===== src/htrp_pkg.sv =====
// Package for the display touch/text receive parser: constants, codes and shared types.
package htrp_pkg;

   // Default size of the text buffer, counted in characters plus one.
   localparam int TEXT_CAPACITY = 32;

   // Byte codes seen on the display link
   localparam logic [7:0] HDR_BYTE    = 8'h65;
   localparam logic [7:0] TRAIL_BYTE  = 8'hFF;
   localparam logic [7:0] PRINT_LO    = 8'h20;
   localparam logic [7:0] PRINT_HI    = 8'h7E;
   localparam logic [7:0] LF_BYTE     = 8'h0A;
   localparam logic [7:0] CR_BYTE     = 8'h0D;

   // Result kinds
   localparam logic KIND_EVENT = 1'b0;
   localparam logic KIND_TEXT  = 1'b1;

   // Frame parser phase
   typedef enum logic [2:0] {
      PH_IDLE   = 3'd0,
      PH_DATA0  = 3'd1,
      PH_DATA1  = 3'd2,
      PH_DATA2  = 3'd3,
      PH_TRAIL0 = 3'd4,
      PH_TRAIL1 = 3'd5,
      PH_TRAIL2 = 3'd6
   } phase_type;

   // Controller states
   typedef enum logic [1:0] {
      ST_RUN  = 2'd0,
      ST_READ = 2'd1,
      ST_LOAD = 2'd2
   } ctl_state_type;

   // Commands from controller to datapath
   typedef struct packed {
      logic take_byte;   // request accepted this cycle
      logic text_read;   // read the text buffer at the run index
      logic text_load;   // move the read character into the output register
   } ctl_cmd_type;

   // Status from datapath to controller
   typedef struct packed {
      logic starts_run;  // the pending request ends a non-empty text
      logic out_free;    // the output register can take a result this cycle
      logic run_last;    // run index points at the final stored character
   } dp_status_type;

endpackage


===== src/htrp_if.sv =====
// Channel interfaces: request bytes, results and the enable register write.

interface htrp_req_if;
   logic       valid;
   logic       ready;
   logic [7:0] rx_byte;
   modport source (output valid, output rx_byte, input ready);
   modport sink   (input valid, input rx_byte, output ready);
endinterface

interface htrp_rsp_if;
   logic       valid;
   logic       ready;
   logic       kind;
   logic [7:0] event_page;
   logic [7:0] event_component;
   logic [7:0] event_action;
   logic [6:0] text_char;
   logic       last;
   modport source (output valid, output kind, output event_page, output event_component,
                   output event_action, output text_char, output last, input ready);
   modport sink   (input valid, input kind, input event_page, input event_component,
                   input event_action, input text_char, input last, output ready);
endinterface

interface htrp_csr_if;
   logic valid;
   logic ready;
   logic enable;
   modport source (output valid, output enable, input ready);
   modport sink   (input valid, input enable, output ready);
endinterface


===== src/htrp_ram.sv =====
// Generic single-port-write, single-port-read RAM with registered read data.
module htrp_ram #(
   parameter int WIDTH  = 7,
   parameter int DEPTH  = 31,
   parameter int ADDR_W = 5
) (
   input  logic              clock,
   input  logic              wr_en,
   input  logic [ADDR_W-1:0] wr_addr,
   input  logic [WIDTH-1:0]  wr_data,
   input  logic              rd_en,
   input  logic [ADDR_W-1:0] rd_addr,
   output logic [WIDTH-1:0]  rd_data
);

   logic [WIDTH-1:0] mem_ff [DEPTH];
   logic [WIDTH-1:0] rd_data_ff;

   // Write port and registered read port
   always_ff @(posedge clock) begin
      if (wr_en) begin
         mem_ff[wr_addr] <= wr_data;
      end
      if (rd_en) begin
         rd_data_ff <= mem_ff[rd_addr];
      end
   end

   assign rd_data = rd_data_ff;

endmodule


===== src/htrp_ctrl.sv =====
// Controller: accepts requests and sequences the emission of a stored text run.
module htrp_ctrl (
   input  logic                   clock,
   input  logic                   reset,
   input  logic                   req_valid,
   output logic                   req_ready,
   input  htrp_pkg::dp_status_type status,
   output htrp_pkg::ctl_cmd_type   cmd
);

   htrp_pkg::ctl_state_type state_ff, state_in;

   // State register
   always_ff @(posedge clock) begin
      if (reset) begin
         state_ff <= htrp_pkg::ST_RUN;
      end else begin
         state_ff <= state_in;
      end
   end

   // Next state and commands
   always_comb begin
      state_in       = state_ff;
      req_ready      = 1'b0;
      cmd.take_byte  = 1'b0;
      cmd.text_read  = 1'b0;
      cmd.text_load  = 1'b0;
      unique case (state_ff)
         htrp_pkg::ST_RUN: begin
            req_ready     = status.out_free;
            cmd.take_byte = req_valid && status.out_free;
            if (cmd.take_byte && status.starts_run) begin
               state_in = htrp_pkg::ST_READ;
            end
         end
         htrp_pkg::ST_READ: begin
            cmd.text_read = 1'b1;
            state_in      = htrp_pkg::ST_LOAD;
         end
         htrp_pkg::ST_LOAD: begin
            // hold the read character until the output register frees up
            if (status.out_free) begin
               cmd.text_load = 1'b1;
               state_in      = status.run_last ? htrp_pkg::ST_RUN : htrp_pkg::ST_READ;
            end
         end
         default: begin
            state_in = htrp_pkg::ST_RUN;
         end
      endcase
   end

endmodule


===== src/htrp_datapath.sv =====
// Datapath: frame parser, text buffer, enable register and output register.
module htrp_datapath #(
   parameter int TEXT_CAPACITY = htrp_pkg::TEXT_CAPACITY
) (
   input  logic                    clock,
   input  logic                    reset,
   input  logic [7:0]              rx_byte,
   input  logic                    csr_write,
   input  logic                    csr_enable,
   input  logic                    rsp_ready,
   output logic                    rsp_valid,
   output logic                    rsp_kind,
   output logic [7:0]              rsp_page,
   output logic [7:0]              rsp_component,
   output logic [7:0]              rsp_action,
   output logic [6:0]              rsp_char,
   output logic                    rsp_last,
   input  htrp_pkg::ctl_cmd_type   cmd,
   output htrp_pkg::dp_status_type status
);

   localparam int DEPTH  = TEXT_CAPACITY - 1;
   localparam int LEN_W  = $clog2(TEXT_CAPACITY);
   localparam int ADDR_W = (DEPTH > 1) ? $clog2(DEPTH) : 1;
   localparam logic [LEN_W-1:0] LEN_MAX = LEN_W'(DEPTH);

   logic                 enable_ff;
   htrp_pkg::phase_type  phase_ff, phase_in;
   logic [7:0]           ev_page_ff, ev_comp_ff, ev_act_ff;
   logic [LEN_W-1:0]     len_ff, len_in;
   logic [ADDR_W-1:0]    idx_ff;
   logic                 out_valid_ff;
   logic                 out_kind_ff, out_last_ff;
   logic [7:0]           out_page_ff, out_comp_ff, out_act_ff;
   logic [6:0]           out_char_ff;

   logic                 active;
   logic                 printable, eol;
   logic                 ev_done;
   logic                 buf_wr;
   logic [6:0]           rd_char;

   // Byte classification
   assign active    = cmd.take_byte && enable_ff;
   assign printable = (rx_byte >= htrp_pkg::PRINT_LO) && (rx_byte <= htrp_pkg::PRINT_HI);
   assign eol       = (rx_byte == htrp_pkg::LF_BYTE) || (rx_byte == htrp_pkg::CR_BYTE);

   // Status to the controller
   assign status.starts_run = enable_ff && (phase_ff == htrp_pkg::PH_IDLE) && eol
                              && (len_ff != '0);
   assign status.out_free   = !out_valid_ff || rsp_ready;
   assign status.run_last   = (LEN_W'(idx_ff) == (len_ff - 1'b1));

   // Frame parser and text length next state
   always_comb begin
      phase_in = phase_ff;
      len_in   = len_ff;
      ev_done  = 1'b0;
      buf_wr   = 1'b0;
      if (active) begin
         unique case (phase_ff)
            htrp_pkg::PH_DATA0: phase_in = htrp_pkg::PH_DATA1;
            htrp_pkg::PH_DATA1: phase_in = htrp_pkg::PH_DATA2;
            htrp_pkg::PH_DATA2: phase_in = htrp_pkg::PH_TRAIL0;
            htrp_pkg::PH_TRAIL0: begin
               phase_in = (rx_byte == htrp_pkg::TRAIL_BYTE) ? htrp_pkg::PH_TRAIL1
                                                            : htrp_pkg::PH_IDLE;
            end
            htrp_pkg::PH_TRAIL1: begin
               phase_in = (rx_byte == htrp_pkg::TRAIL_BYTE) ? htrp_pkg::PH_TRAIL2
                                                            : htrp_pkg::PH_IDLE;
            end
            htrp_pkg::PH_TRAIL2: begin
               phase_in = htrp_pkg::PH_IDLE;
               ev_done  = (rx_byte == htrp_pkg::TRAIL_BYTE);
            end
            default: begin
               phase_in = htrp_pkg::PH_IDLE;
               if (rx_byte == htrp_pkg::HDR_BYTE) begin
                  phase_in = htrp_pkg::PH_DATA0;
               end else if (printable) begin
                  if (len_ff < LEN_MAX) begin
                     buf_wr = 1'b1;
                     len_in = len_ff + 1'b1;
                  end
               end
            end
         endcase
      end
      // a run empties the buffer once its final character is loaded
      if (cmd.text_load && status.run_last) begin
         len_in = '0;
      end
   end

   // Control registers
   always_ff @(posedge clock) begin
      if (reset) begin
         enable_ff    <= 1'b0;
         phase_ff     <= htrp_pkg::PH_IDLE;
         len_ff       <= '0;
         out_valid_ff <= 1'b0;
      end else begin
         if (csr_write) begin
            enable_ff <= csr_enable;
         end
         phase_ff <= phase_in;
         len_ff   <= len_in;
         if (ev_done || cmd.text_load) begin
            out_valid_ff <= 1'b1;
         end else if (rsp_ready) begin
            out_valid_ff <= 1'b0;
         end
      end
   end

   // Event bytes, run index and output payload
   always_ff @(posedge clock) begin
      if (active) begin
         case (phase_ff)
            htrp_pkg::PH_DATA0: ev_page_ff <= rx_byte;
            htrp_pkg::PH_DATA1: ev_comp_ff <= rx_byte;
            htrp_pkg::PH_DATA2: ev_act_ff  <= rx_byte;
            default: ;
         endcase
      end
      if (cmd.take_byte) begin
         idx_ff <= '0;
      end else if (cmd.text_load) begin
         idx_ff <= idx_ff + 1'b1;
      end
      if (ev_done) begin
         out_kind_ff <= htrp_pkg::KIND_EVENT;
         out_page_ff <= ev_page_ff;
         out_comp_ff <= ev_comp_ff;
         out_act_ff  <= ev_act_ff;
         out_char_ff <= '0;
         out_last_ff <= 1'b1;
      end else if (cmd.text_load) begin
         out_kind_ff <= htrp_pkg::KIND_TEXT;
         out_page_ff <= '0;
         out_comp_ff <= '0;
         out_act_ff  <= '0;
         out_char_ff <= rd_char;
         out_last_ff <= status.run_last;
      end
   end

   // Text buffer
   htrp_ram #(
      .WIDTH  (7),
      .DEPTH  (DEPTH),
      .ADDR_W (ADDR_W)
   ) u_text_ram (
      .clock   (clock),
      .wr_en   (buf_wr),
      .wr_addr (len_ff[ADDR_W-1:0]),
      .wr_data (rx_byte[6:0]),
      .rd_en   (cmd.text_read),
      .rd_addr (idx_ff),
      .rd_data (rd_char)
   );

   assign rsp_valid     = out_valid_ff;
   assign rsp_kind      = out_kind_ff;
   assign rsp_page      = out_page_ff;
   assign rsp_component = out_comp_ff;
   assign rsp_action    = out_act_ff;
   assign rsp_char      = out_char_ff;
   assign rsp_last      = out_last_ff;

endmodule


===== src/hmi_touch_and_text_rx_parser_top.sv =====
// Top level of the display receive parser: touch-event frames and text lines.
//
// Channels: req_bus carries one received byte per request; rsp_bus carries
// results (kind 0 = touch event with page/component/action, kind 1 = one
// text character, last set on the final character of a line and on every
// event); csr_bus writes the enable bit, always ready. Write it while idle.
// The closing trailer byte of a frame loads its event into the output register at
// the edge that accepts it, so the event is offered from the next cycle. A CR
// or LF ending a non-empty text holds off requests while the characters are
// read out of the text RAM, each by a RAM read and then a load of the output
// register. Throughput is one byte per cycle otherwise, as long as the output
// register is free to take a result.
// Reset clears enable, the frame phase and the text length; the text RAM is
// not cleared. When the receiver stalls with a result pending, req_ready and
// the text readout wait until the output register is taken.
module hmi_touch_and_text_rx_parser_top #(
   parameter int TEXT_CAPACITY = htrp_pkg::TEXT_CAPACITY
) (
   input  logic        clock,
   input  logic        reset,
   htrp_req_if.sink    req_bus,
   htrp_rsp_if.source  rsp_bus,
   htrp_csr_if.sink    csr_bus
);

   htrp_pkg::ctl_cmd_type   cmd;
   htrp_pkg::dp_status_type status;

   assign csr_bus.ready = 1'b1;

   // Request and readout sequencing
   htrp_ctrl u_ctrl (
      .clock     (clock),
      .reset     (reset),
      .req_valid (req_bus.valid),
      .req_ready (req_bus.ready),
      .status    (status),
      .cmd       (cmd)
   );

   // Parser, text buffer and output register
   htrp_datapath #(
      .TEXT_CAPACITY (TEXT_CAPACITY)
   ) u_datapath (
      .clock         (clock),
      .reset         (reset),
      .rx_byte       (req_bus.rx_byte),
      .csr_write     (csr_bus.valid),
      .csr_enable    (csr_bus.enable),
      .rsp_ready     (rsp_bus.ready),
      .rsp_valid     (rsp_bus.valid),
      .rsp_kind      (rsp_bus.kind),
      .rsp_page      (rsp_bus.event_page),
      .rsp_component (rsp_bus.event_component),
      .rsp_action    (rsp_bus.event_action),
      .rsp_char      (rsp_bus.text_char),
      .rsp_last      (rsp_bus.last),
      .cmd           (cmd),
      .status        (status)
   );

endmodule


===== src/flat_wrapper.sv =====
// flat-port wrapper written by rule: the top's interface ports become plain ports
module hmi_touch_and_text_rx_parser_top_flat 
#(
   parameter int TEXT_CAPACITY = htrp_pkg::TEXT_CAPACITY
)
  (clock, reset, req_bus_valid, req_bus_rx_byte, req_bus_ready, rsp_bus_valid, rsp_bus_kind, rsp_bus_event_page, rsp_bus_event_component, rsp_bus_event_action, rsp_bus_text_char, rsp_bus_last, rsp_bus_ready, csr_bus_valid, csr_bus_enable, csr_bus_ready);
  htrp_req_if req_bus_i ();
  htrp_rsp_if rsp_bus_i ();
  htrp_csr_if csr_bus_i ();
  input  logic clock;
  input  logic reset;
  input wire logic [$bits(req_bus_i.valid)-1:0] req_bus_valid;
  input wire logic [$bits(req_bus_i.rx_byte)-1:0] req_bus_rx_byte;
  output wire logic [$bits(req_bus_i.ready)-1:0] req_bus_ready;
  output wire logic [$bits(rsp_bus_i.valid)-1:0] rsp_bus_valid;
  output wire logic [$bits(rsp_bus_i.kind)-1:0] rsp_bus_kind;
  output wire logic [$bits(rsp_bus_i.event_page)-1:0] rsp_bus_event_page;
  output wire logic [$bits(rsp_bus_i.event_component)-1:0] rsp_bus_event_component;
  output wire logic [$bits(rsp_bus_i.event_action)-1:0] rsp_bus_event_action;
  output wire logic [$bits(rsp_bus_i.text_char)-1:0] rsp_bus_text_char;
  output wire logic [$bits(rsp_bus_i.last)-1:0] rsp_bus_last;
  input wire logic [$bits(rsp_bus_i.ready)-1:0] rsp_bus_ready;
  input wire logic [$bits(csr_bus_i.valid)-1:0] csr_bus_valid;
  input wire logic [$bits(csr_bus_i.enable)-1:0] csr_bus_enable;
  output wire logic [$bits(csr_bus_i.ready)-1:0] csr_bus_ready;
  assign req_bus_i.valid = req_bus_valid;
  assign req_bus_i.rx_byte = req_bus_rx_byte;
  assign req_bus_ready = req_bus_i.ready;
  assign rsp_bus_valid = rsp_bus_i.valid;
  assign rsp_bus_kind = rsp_bus_i.kind;
  assign rsp_bus_event_page = rsp_bus_i.event_page;
  assign rsp_bus_event_component = rsp_bus_i.event_component;
  assign rsp_bus_event_action = rsp_bus_i.event_action;
  assign rsp_bus_text_char = rsp_bus_i.text_char;
  assign rsp_bus_last = rsp_bus_i.last;
  assign rsp_bus_i.ready = rsp_bus_ready;
  assign csr_bus_i.valid = csr_bus_valid;
  assign csr_bus_i.enable = csr_bus_enable;
  assign csr_bus_ready = csr_bus_i.ready;
  hmi_touch_and_text_rx_parser_top #(.TEXT_CAPACITY(TEXT_CAPACITY)) u_core (.clock(clock), .reset(reset), .req_bus(req_bus_i), .rsp_bus(rsp_bus_i), .csr_bus(csr_bus_i));
endmodule

===== config.mk =====
export PLATFORM = sky130hd
export DESIGN_NAME = hmi_touch_and_text_rx_parser_top_flat
export DESIGN_NICKNAME = d
export VERILOG_FILES = /design/src/htrp_pkg.sv /design/src/htrp_if.sv /design/src/htrp_ram.sv /design/src/htrp_ctrl.sv /design/src/htrp_datapath.sv /design/src/hmi_touch_and_text_rx_parser_top.sv /design/src/flat_wrapper.sv
export SDC_FILE = /design/constraint.sdc
export NUM_CORES = 1
export LEC_CHECK = 0
export ABC_AREA = 1
export ABC_CLOCK_PERIOD_IN_PS = 2200
export BUFFER_PORTS_ARGS = -buffer_cell sky130_fd_sc_hd__buf_4
export CORE_ASPECT_RATIO = 0.6
export CORE_UTILIZATION = 55
export CTS_CLUSTER_SIZE = 28
export DETAILED_ROUTE_END_ITERATION = 6
export GPL_ROUTABILITY_DRIVEN = 0
export GPL_TIMING_DRIVEN = 1
export PLACE_DENSITY = 0.79
export SETUP_SLACK_MARGIN = 0.02
export SLEW_MARGIN = 10
export SYNTH_ARGS = -nofsm -noshare
export SYNTH_HDL_FRONTEND = slang
export SYNTH_SLANG_ARGS = --single-unit

===== constraint.sdc =====
create_clock -name clock -period 2.2 [get_ports clock]
set_input_delay 0.33 -clock clock [delete_from_list [all_inputs] [get_ports clock]]
set_output_delay 0.33 -clock clock [all_outputs]
set_load 0.05 [all_outputs]

==> results.sh <==
export IMPL_status="finished, violations left"
export IMPL_violations="DRC"
export IMPL_drc=1
export IMPL_synth_nets=1113
export IMPL_tns_ns=0
export IMPL_cts_root_buf="clkbuf_16"
export IMPL_grt_setup_unrepaired="false"
export IMPL_die_area_sq_um=23100
export IMPL_ctsHtreeMaxLevel=1
export IMPL_instances_no_fill=1489
export IMPL_dieWidth_um=196
export IMPL_placedCellCount=1442
export IMPL_grt_pass1_wl_um=46300
export IMPL_worstMarginPinSlew_ns=0.704
export IMPL_final_cell_area_sq_um=14100
export IMPL_first_global_vias=8068
export IMPL_track_usage=0.268
export IMPL_yosys_warnings=0
export IMPL_clock_latency_ns=0.53
export IMPL_crit_required_ns=2.45
export IMPL_grt_remaining_overflow=0
export IMPL_utilization=0.641
export IMPL_placed_cell_area_sq_um=13400
export IMPL_period_needed_ns=1.97
export IMPL_dr_pass1_iters=7
export IMPL_syn_to_final_growth_pct=14.2
export IMPL_setup_violations=0
export IMPL_multi_input_area_sq_um=3110
export IMPL_cap_viol_max_count=0
export IMPL_max_freq_mhz=507
export IMPL_synthTopCellsByCount="272 x edfxtp_1, 228 x nor2_1, 165 x nand2_1, 89 x o21ai_0, 73 x nand3_1"
export IMPL_clkTransAtPathRegs_ns=0.07
export IMPL_seq_area_sq_um=8690
export IMPL_switching_power_mw=2.20
export IMPL_netlist_instances=1094
export IMPL_cts_buffer_depth=3
export IMPL_clock_skew_ns=0.0140
export IMPL_power_frac_seq=0.574
export IMPL_synth_area_leaders="edfxtp_1 66%, nor2_1 6.9%, nand2_1 5.0%"
export IMPL_vias=8567
export IMPL_dr_first_iter_drc_count=1106
export IMPL_pre_cts_ws_ns=0.154
export IMPL_critical_path_max_stage_delay_ns=0.40
export IMPL_final_layout_size_suffix_gt1_frac=0.150
export IMPL_cp_data_arrival_time_ns=2.22
export IMPL_async_flop_share=0
export IMPL_yosysMostFrequentCell="edfxtp_1"
export IMPL_via_per_inst=5.75
export IMPL_hold_worst_slack_ns=0.0120
export IMPL_synth_edf_count=272
export IMPL_cp_end_kind="flip-flop"
export IMPL_ys_types=36
export IMPL_diodes=0
export IMPL_syn_mean_instance_area_sq_um=11.3
export IMPL_drt_wirelength_per_cell_um=20.5
export IMPL_io_buffers=48
export IMPL_ys_ff_latch=298
export IMPL_clock_sinks=298
export IMPL_initial_core_util=0.561
export IMPL_io_pins=50
export IMPL_dp_hpwl_um=20100
export IMPL_die_h_um=118
export IMPL_critical_path_slowest_cell="dfxtp_1"
export IMPL_hp_class="primary input to flip-flop"
export IMPL_comb_power_share=0.026
export IMPL_grt_max_degree=70
export IMPL_std_cell_rows=42
export IMPL_core_sq_um=22100
export IMPL_fin_ws_ns=0.229
export IMPL_critPathKind="flip-flop to flip-flop"
export IMPL_synth_largest_area_cell="edfxtp_1"
export IMPL_totalWireLength_um=30600
export IMPL_synth_ff_type="edfxtp_1"
export IMPL_p_total_mw=10.8
export IMPL_path_delay_family="simple AND/OR/NAND/NOR gates"
export IMPL_worstRegToRegCells=8
export IMPL_ir_drop_mv=0.641
export IMPL_slew_violations=0
export IMPL_synth_top_cell_area_share=0.659
export IMPL_power_leakage_nw=5.27
export IMPL_max_slew_margin=0.529
export IMPL_antenna_found_initial=0
export IMPL_p_clk_frac=0.401
export IMPL_power_density_nw_per_um2=761
export IMPL_timing_final_crit_share=0.896
export IMPL_worst_path_stages=8
export IMPL_swShare=0.204
export IMPL_cts_inserted_buffers=25
export IMPL_ys_seq_area_frac=0.701
export IMPL_path_cells="inv_2, nand3_1, nand2_2, nand3_2, nor2_8, nand2_4, nor2_1, buf_4"
export IMPL_netlist_area_sq_um=12400
export IMPL_cp_max_fo=8
export IMPL_critPathBufInv=2
export IMPL_nets=1203
export IMPL_cts_setup_buffers=0
export IMPL_cts_tree="built"
export IMPL_hold_path_depth=2
export IMPL_hold_viol_final=0
export IMPL_internal_power_mw=8.57
export IMPL_fill_cells=1637
export IMPL_ant_nets=0
export IMPL_startpoint_type="flip-flop"
==> power by group through the flow <==
stage | Sequential, mW | Clock [mW] | Combinational (mW)
after detailed placement | 6.30 | 0 | 0.268
after CTS | 6.18 | 4.34 | 0.272
final | 6.18 | 4.32 | 0.275
after floorplan | 6.33 | 0 | 0.0775
after global routing | 6.17 | 4.56 | 0.292
after global placement | 6.30 | 0 | 0.262
==> layout make-up <==
class                   instances  area share
clock buffers                  29      0.0453
well taps                     286      0.0253
inverters                      81      0.0217
multi-input cells             667       0.220
repair buffers                111      0.0635
flip-flops and latches        298       0.614
clock inverters                17     0.00982
==> final timing paths <==
kind	start	endpoint	slack (ns)
setup / recovery	u_core.u_datapath.phase_ff[1]	u_core.u_datapath.u_text_ram.mem_ff[9][2]	0.23
hold / removal	reset	u_core.u_datapath.phase_ff[1]	0.01
setup reg to reg	u_core.u_datapath.phase_ff[1]	u_core.u_datapath.u_text_ram.mem_ff[9][2]	0.23
hold reg to reg	u_core.u_datapath.rsp_char[5]	u_core.u_datapath.rsp_char[5]	0.47
==> per-layer routing <==
metal,GRT usage,part of all wire
met1,0.421,0.44
met2,0.364,0.40
met3,0.0813,0.14
met4,0.0591,0.021
met5,0,0
==> registers in the layout, indices dropped and copies added, names as in the netlist <==
name                                  cells
u_core.u_datapath.u_text_ram.mem_ff     217
u_core.u_datapath.ev_act_ff               8
u_core.u_datapath.ev_comp_ff              8
u_core.u_datapath.ev_page_ff              8
u_core.u_datapath.rsp_action              8
u_core.u_datapath.rsp_component           8
u_core.u_datapath.rsp_page                8
u_core.u_datapath.rsp_char                7
u_core.u_datapath.u_text_ram.rd_data      7
u_core.u_datapath.idx_ff                  5
u_core.u_datapath.len_ff                  5
u_core.u_datapath.phase_ff                3
u_core.u_ctrl.state_ff                    2
u_core.u_datapath.enable_ff               1
u_core.u_datapath.rsp_kind                1
u_core.u_datapath.rsp_last                1
u_core.u_datapath.rsp_valid               1
==> cell families after synthesis <==
logic type	count (synthesis)	share of synthesized area
fa+ha+maj	5	0.00505
buf+inv	129	0.0474
flops	298	0.701
compound gates	162	0.0728
simple gates	496	0.171
other cells	1	0.000303
xor+xnor	3	0.00212
==> repair_timing <==
action	in CTS	in global routing
endpoints found under the hold margin	1	0
hold buffers	1	0
resized for setup	0	0
==> placed cells by master (no fill, tap or decap), drive strengths merged, types with 2 or more instances in the layout <==
| cell type | n |
|---|---|
| a21oi | 29 |
| nor2 | 237 |
| bufinv | 2 |
| o21ai | 99 |
| clkbuf | 29 |
| dfxtp | 26 |
| nand2 | 174 |
| o211ai | 32 |
| clkinv | 16 |
| inv | 79 |
| edfxtp | 272 |
| nor3 | 4 |
| xor2 | 3 |
| nand3 | 78 |
| ha | 5 |
| buf | 110 |
Note: power is estimated with default switching activity, not from simulation.
